File: src/rtl/core/lee_pkg.sv
// Shared constants, types and micro-program for the Lorenz Euler stepper.
package lee_pkg;

  localparam int unsigned DataW       = 32;
  localparam int unsigned ProdW       = 2 * DataW;
  localparam int unsigned FracBits    = 20;
  localparam int unsigned StepCntBits = 8;
  localparam int unsigned DtW         = 20;
  localparam int unsigned CfgIdxW     = 3;
  localparam int unsigned UpcW        = 4;

  // last micro-op of one Euler step
  localparam logic [UpcW-1:0] UpcLast = UpcW'(13);

  localparam logic signed [DataW-1:0] SigmaRst  = 32'sd10485760;
  localparam logic signed [DataW-1:0] RhoRst    = 32'sd29360128;
  localparam logic signed [DataW-1:0] BetaRst   = 32'sd2796203;
  localparam logic [DtW-1:0]          DtRst     = 20'd10486;
  localparam logic signed [DataW-1:0] StartXRst = 32'sd1048576;
  localparam logic signed [DataW-1:0] StartYRst = 32'sd0;
  localparam logic signed [DataW-1:0] StartZRst = 32'sd0;

  typedef enum logic [CfgIdxW-1:0] {
    CFG_SIGMA,
    CFG_RHO,
    CFG_BETA,
    CFG_DT,
    CFG_START_X,
    CFG_START_Y,
    CFG_START_Z
  } cfg_idx_e;

  typedef enum logic [1:0] {
    OP_ADD,
    OP_SUB,
    OP_MUL
  } op_e;

  typedef enum logic [3:0] {
    SRC_X,
    SRC_Y,
    SRC_Z,
    SRC_S0,
    SRC_S1,
    SRC_DT,
    SRC_SIG,
    SRC_RHO,
    SRC_BETA
  } src_e;

  typedef enum logic [2:0] {
    DST_S0,
    DST_S1,
    DST_NX,
    DST_NY,
    DST_COMMIT
  } dst_e;

  typedef enum logic [1:0] {
    ST_IDLE,
    ST_ISSUE,
    ST_WAIT,
    ST_DONE
  } state_e;

  typedef struct packed {
    op_e  op;
    src_e src_a;
    src_e src_b;
    dst_e dst;
  } uop_t;

  typedef struct packed {
    logic signed [DataW-1:0] sigma;
    logic signed [DataW-1:0] rho;
    logic signed [DataW-1:0] beta;
    logic [DtW-1:0]          dt;
    logic signed [DataW-1:0] start_x;
    logic signed [DataW-1:0] start_y;
    logic signed [DataW-1:0] start_z;
  } cfg_t;

  typedef struct packed {
    logic valid;
    op_e  op;
  } alu_req_t;

  typedef struct packed {
    logic valid;
    logic sat;
  } alu_rsp_t;

  // One Euler step, every operation in model order; new x and y are held
  // aside until z is done so all three see the old position.
  function automatic uop_t uop_f(logic [UpcW-1:0] upc);
    uop_t u;
    begin
      case (upc)
        4'd0:    u = '{op: OP_MUL, src_a: SRC_DT,   src_b: SRC_SIG, dst: DST_S0};
        4'd1:    u = '{op: OP_SUB, src_a: SRC_Y,    src_b: SRC_X,   dst: DST_S1};
        4'd2:    u = '{op: OP_MUL, src_a: SRC_S0,   src_b: SRC_S1,  dst: DST_S0};
        4'd3:    u = '{op: OP_ADD, src_a: SRC_X,    src_b: SRC_S0,  dst: DST_NX};
        4'd4:    u = '{op: OP_SUB, src_a: SRC_RHO,  src_b: SRC_Z,   dst: DST_S0};
        4'd5:    u = '{op: OP_MUL, src_a: SRC_X,    src_b: SRC_S0,  dst: DST_S0};
        4'd6:    u = '{op: OP_SUB, src_a: SRC_S0,   src_b: SRC_Y,   dst: DST_S0};
        4'd7:    u = '{op: OP_MUL, src_a: SRC_DT,   src_b: SRC_S0,  dst: DST_S0};
        4'd8:    u = '{op: OP_ADD, src_a: SRC_Y,    src_b: SRC_S0,  dst: DST_NY};
        4'd9:    u = '{op: OP_MUL, src_a: SRC_X,    src_b: SRC_Y,   dst: DST_S0};
        4'd10:   u = '{op: OP_MUL, src_a: SRC_BETA, src_b: SRC_Z,   dst: DST_S1};
        4'd11:   u = '{op: OP_SUB, src_a: SRC_S0,   src_b: SRC_S1,  dst: DST_S0};
        4'd12:   u = '{op: OP_MUL, src_a: SRC_DT,   src_b: SRC_S0,  dst: DST_S0};
        4'd13:   u = '{op: OP_ADD, src_a: SRC_Z,    src_b: SRC_S0,  dst: DST_COMMIT};
        default: u = '{op: OP_ADD, src_a: SRC_S0,   src_b: SRC_S0,  dst: DST_S0};
      endcase
      return u;
    end
  endfunction

endpackage

File: src/rtl/core/lee_alu.sv
// Shared two-stage fixed-point unit: multiply/add, then scale and saturate.
module lee_alu import lee_pkg::*; (
  input  logic                    clk_i,
  input  logic                    rst_ni,
  input  alu_req_t                req_i,
  input  logic signed [DataW-1:0] opa_i,
  input  logic signed [DataW-1:0] opb_i,
  output alu_rsp_t                rsp_o,
  output logic signed [DataW-1:0] res_o
);

  localparam logic signed [ProdW-1:0] RndBias =
    {{(ProdW-FracBits){1'b0}}, {FracBits{1'b1}}};
  localparam logic signed [ProdW-1:0] MaxV =
    {{(ProdW-DataW+1){1'b0}}, {(DataW-1){1'b1}}};
  localparam logic signed [ProdW-1:0] MinV =
    {{(ProdW-DataW+1){1'b1}}, {(DataW-1){1'b0}}};

  logic signed [ProdW-1:0] raw_d, raw_q, scaled;
  logic                    is_mul_q;
  logic                    valid_q;

  always_comb begin
    case (req_i.op)
      OP_MUL:  raw_d = ProdW'(opa_i) * ProdW'(opb_i);
      OP_ADD:  raw_d = ProdW'(opa_i) + ProdW'(opb_i);
      OP_SUB:  raw_d = ProdW'(opa_i) - ProdW'(opb_i);
      default: raw_d = '0;
    endcase
  end

  always_ff @(posedge clk_i or negedge rst_ni) begin
    if (!rst_ni) begin
      valid_q <= 1'b0;
    end else begin
      valid_q <= req_i.valid;
    end
  end

  always_ff @(posedge clk_i) begin
    if (req_i.valid) begin
      raw_q    <= raw_d;
      is_mul_q <= (req_i.op == OP_MUL);
    end
  end

  // product scaling truncates toward zero: bias negatives before the shift
  always_comb begin
    if (is_mul_q) begin
      scaled = raw_q[ProdW-1] ? ((raw_q + RndBias) >>> FracBits) : (raw_q >>> FracBits);
    end else begin
      scaled = raw_q;
    end
    rsp_o.valid = valid_q;
    if (scaled > MaxV) begin
      res_o     = MaxV[DataW-1:0];
      rsp_o.sat = 1'b1;
    end else if (scaled < MinV) begin
      res_o     = MinV[DataW-1:0];
      rsp_o.sat = 1'b1;
    end else begin
      res_o     = scaled[DataW-1:0];
      rsp_o.sat = 1'b0;
    end
  end

endmodule

File: config.mk
export PLATFORM = sky130hd
export DESIGN_NAME = lee_alu
export DESIGN_NICKNAME = d
export VERILOG_FILES = /design/src/rtl/core/lee_pkg.sv /design/src/rtl/core/lee_alu.sv
export SDC_FILE = /design/constraint.sdc
export NUM_CORES = 2
export LEC_CHECK = 0
export ABC_AREA = 1
export BUFFER_PORTS_ARGS = -buffer_cell sky130_fd_sc_hd__buf_4
export CAP_MARGIN = 20
export CELL_PAD_IN_SITES_DETAIL_PLACEMENT = 0
export CELL_PAD_IN_SITES_GLOBAL_PLACEMENT = 1
export CORE_MARGIN = 2
export CORE_UTILIZATION = 54
export DETAILED_ROUTE_END_ITERATION = 10
export PLACE_DENSITY = 0.9
export SLEW_MARGIN = 5
export SYNTH_ARGS = -nofsm -noshare
export SYNTH_HDL_FRONTEND = slang
export SYNTH_SLANG_ARGS = --single-unit
File: constraint.sdc
create_clock -name clk_i -period 5.4 [get_ports clk_i]
set_input_delay 0.81 -clock clk_i [delete_from_list [all_inputs] [get_ports clk_i]]
set_output_delay 0.81 -clock clk_i [all_outputs]
set_load 0.005 [all_outputs]
Yosys cells after proc, flatten, opt, wreduce, memory -nomap -nowiden
Cells that the tools add are included.
{"block": "totals", "output_inout_bits": 34, "ff_bits": 66, "input_bits": 69, "wordCells": 19}
{"block": "classes", "mul": 1, "eq_ne": 2, "mux": 7, "add_sub_neg": 3, "reduce_logical": 1, "magnitude_cmp": 2}
{"cell": "case mux 64 bit (3 select lines)", "n": 1}
{"cell": "two-way mux 64 bit", "n": 2}
{"cell": "adder 64 x 21 -> 64 bit, second input constant", "n": 1}
{"cell": "greater-than comparator 64 x 32 -> 1 bit, second input constant", "n": 1}
{"cell": "< comparator 64 x 32 -> 1 bit, second input constant", "n": 1}
{"cell": "multiplier 32 x 32 -> 64 bit", "n": 1}
{"cell": "two-way mux 32 bit", "n": 2}
{"cell": "adder 32 x 32 -> 33 bit", "n": 1}
{"cell": "subtractor 32 x 32 -> 33 bit", "n": 1}
{"cell": "== test 2 x 1 -> 1 bit, second input constant", "n": 1}
{"cell": "== test 2 bit, second input constant", "n": 1}
{"cell": "logical NOT 2 bit", "n": 1}
{"cell": "two-way mux 1 bit", "n": 2}

Logic depth before layout (Yosys ltp)
{"block": "depth", "ltp_word": 6, "mapped_depth": 34}

Least setup slack after synthesis
Ideal clock, no wire load.
{"block": "synth_timing", "path_type": "input -> register", "start": "input port opa_i[31]", "end": "register raw_q[57] (data pin)", "stages": 32, "slack_ps": -2633, "required_time_ps": 5144, "arrival_ps": 7777, "n_path_buf": 2, "cell_sequence": "clkbuf_1 > clkbuf_1 > nand2_1 > inv_1 > fa_1 > inv_1 > fa_1 > inv_1 > fa_1 > fa_1 > inv_1 > fa_1 > inv_1 > fa_1 > fa_1 > fa_1 > ha_1 > nand2_1 > nor2_1 > inv_1 > nor2_1 > inv_1 > nor2_1 > nand3_1 > nand3_1 > nand2_1 > nand2_1 > nand2_1 > nand2_1 > a21oi_1 > o21ai_0 > nand2_1"}
{"block": "synth_via", "elab_chain_cells": 2}
{"item": "from (decl)", "line": "lee_alu.sv:6", "source": "input logic signed [DataW-1:0] opa_i,"}
{"item": "multiplier 32 x 32 -> 64 bit, or another cell as far along", "line": "lee_alu.sv:25", "source": "OP_MUL: raw_d = ProdW'(opa_i) * ProdW'(opb_i);"}
{"item": "case mux 64 bit (3 select lines) *", "line": "lee_alu.sv:24", "source": "case (req_i.op)"}
{"item": "named net raw_d[57]", "line": "lee_alu.sv:19", "source": "logic signed [ProdW-1:0] raw_d, raw_q, scaled;"}
{"item": "to (signal assigned)", "line": "lee_alu.sv:42", "source": "raw_q <= raw_d;"}
{"item": "to (decl)", "line": "lee_alu.sv:19"}
The timed path passes the listed nets; every way through them passes the cells marked *.
A chain may end at the register's enable or synchronous reset.

Final worst setup path
{"block": "layout_timing", "start": "input port opb_i[2]", "end": "register raw_q[57] (data pin)"}
{"block": "layout_via", "elab_chain_cells": 2}
{"item": "from (decl)", "line": "lee_alu.sv:7", "source": "input logic signed [DataW-1:0] opb_i,"}
{"item": "multiplier 32 x 32 -> 64 bit, or another cell as far along", "line": "lee_alu.sv:25"}
{"item": "case mux 64 bit (3 select lines) *", "line": "lee_alu.sv:24"}
{"item": "named net raw_d[57]", "line": "lee_alu.sv:19"}
Marked as above.

==> results.cfg <==
[critical_path]
cp_num_buf_inv = 8
crit_slowest_cell = fa_2
critPathLaunchType = primary input
worst_setup_path_end_kind = register
crit_required_ns = 5.48
arrival_ns = 7.46
worst-path-max-fanout = 7
critPathMaxStageDelay_ns = 0.70
cp_top_family = adder cells
worst-setup-path-type = primary input to register

[clock_network]
clock_tree.buffer_depth = 2
cts_root_buffer = clkbuf_16
numCtsBuffers = 9
h-tree-depth = 3
cts_tree = yes
clk_pin_slew_ns = 0.06
holdBufCountCts = 0
cts_sinks = 66

[synthesis]
synth_warnings = 0
synth_top_area_cell = fa_1
synth_commonest_cells = inv_1, nand2_1, fa_1
synth_area_sq_mm = 0.0465
synth_area_per_cell_sq_um = 7.57
synthTopCellsByArea = fa_1, inv_1, nand2_1, ha_1, edfxtp_1
ys_seq_elements = 66
synth.net_count = 7542
async_flop_share_pct = 1.52
ys_seq_area_share_pct = 4.25
yosysUniqueCellTypes = 57
yosysMostFrequentCell = inv_1
synth_edf_count = 65
netlist_instances = 6140
synth_flop_cell = edfxtp_1
yosys.area.top_type_share_pct = 46.7

[timing]
period_minus_slack_ns = 7.38
tightest_slew_ns = 0.957
clock.fmax_mhz = 135
timing.setup.tns_ns = -90.53
rsz0062_at_grt = yes
setup_viol = 56
drv_slew = 0
max_slew_margin_pct = 35.8
hold_viol_final = 0
fin_crit_sh_pct = 137
worst_slack_ns = -1.98

[global_routing]
antenna_found_initial = 1
gr-total-overflow = 0
grt_pass1_wl_mm = 264
grt_max_degree = 67
grt_pass1_vias = 46000
grt_use_total_pct = 39.0

[job]
cap_viol_max_count = 0

[final_layout]
fin_nets = 8167
drive_above_1_share_pct = 24.1
area.growth.synth_to_final_pct = 27.2
antenna_cells = 0

[drt]
drt_pass1_iterations = 6
routed_wl_mm = 170
drt_iter0_drc = 3756
drc_errors = 0
wl_per_cell_microns = 21.5
viasPerCell = 5.43
antenna_left = 0
vias = 43000

[floorplan]
core-area_sq_mm = 0.0853
die_w_microns = 297
die_y_microns = 297
dieArea_sq_mm = 0.0884
initial_core_util_pct = 54.5
rows = 107
io_pins = 103

[placement]
place_congestion = 1.01
dp.final_hpwl_mm = 140
portBuffers = 102

[outcome]
violations = setup timing
status = complete, but fails checks

[hold_path]
hold_class = primary input to asynchronous set/reset pin
## layout make-up
class,instances,area [sq um]
Multi-Input combinational cell,4068,40400
Fill cell,6855,26100
Timing Repair Buffer,867,8490
Inverter,1753,6600
Sequential cell,66,1980
Tap cell,1144,1430
Clock buffer,11,233
Clock inverter,4,43.8
## per-layer routing
| metal | wire length, microns | GRT usage (%) | part of all wire [%] | vias to the layer above |
|---|---|---|---|---|
| met5 | 0 | 0 | 0 | - |
| met1 | 66200 | 51.4 | 39 | 21300 |
| met4 | 8630 | 15.4 | 5.1 | 0 |
| li1 | - | - | - | 19000 |
| met2 | 79800 | 64.6 | 47 | 2136 |
| met3 | 15600 | 6.49 | 9.1 | 521 |
## sequential cells by signal (all words and copies together) (netlist names)
name,flops
is_mul_q,1
raw_q,64
valid_q,1
## what timing repair did
item	CTS	global route
gates resized for setup	602	461
setup endpoints to repair	56	56
buffers inserted	101	53
pin swaps	263	328
cloned	9	2
## worst paths after layout
| kind | from | end | slack, ns | cells after the start |
|---|---|---|---|---|
| max in group asynchronous | rst_ni | valid_q$_DFF_PN0_ | 5.09 | 1 |
| min in group clk_i | req_i[1] | raw_q[0]$_DFFE_PP_ | 0.85 | 2 |
| max | opb_i[2] | raw_q[57]$_DFFE_PP_ | -1.98 | 31 |
| min | rst_ni | valid_q$_DFF_PN0_ | 0.23 | 1 |
## through the flow
| step | setup WS (ns) | std cells | hold WS, ns | instance area [sq um] | util (%) |
|---|---|---|---|---|---|
| 4_1_cts | -1.89 | 7863 | 0.222 | 57100 | 66.9 |
| 2_1_floorplan | -2.21 | 6140 | 0.514 | 48000 | - |
| 5_1_grt | -2.10 | 7913 | 0.223 | 59100 | 69.3 |
| 3_3_place_gp | -2.82 | 7744 | 0.585 | 53600 | 62.8 |
| 6_report | -1.98 | 7913 | 0.231 | 59100 | 69.3 |
| 3_5_place_dp | -2.83 | 7744 | 0.587 | 53600 | 62.8 |
## cell usage in the layout, fill, tap and decap left out, types with 51 or more instances in the layout
cell,n
inv_1,1630
nand2_1,1414
fa_1,981
buf_4,613
nor2_1,246
ha_1,179
buf_6,136
nand3_1,134
a21oi_1,133
inv_2,115
o21ai_0,107
fa_2,103
buf_12,72
nand2_2,70
edfxtp_1,65
ha_4,64
a21oi_2,51
## cell families after synthesis
group,share of synthesized area (%)
adders and majority gates,53.4
xor gates and xnor gates,0.678
and+or+nand+nor,18.6
DFF,4.25
AOI/OAI and AO/OA,6.67
buffers and inverters,16.4
Power is left out: the tool's default activity adds up to more than one toggle a clock period on the data nets, which glitch-free logic cannot reach.
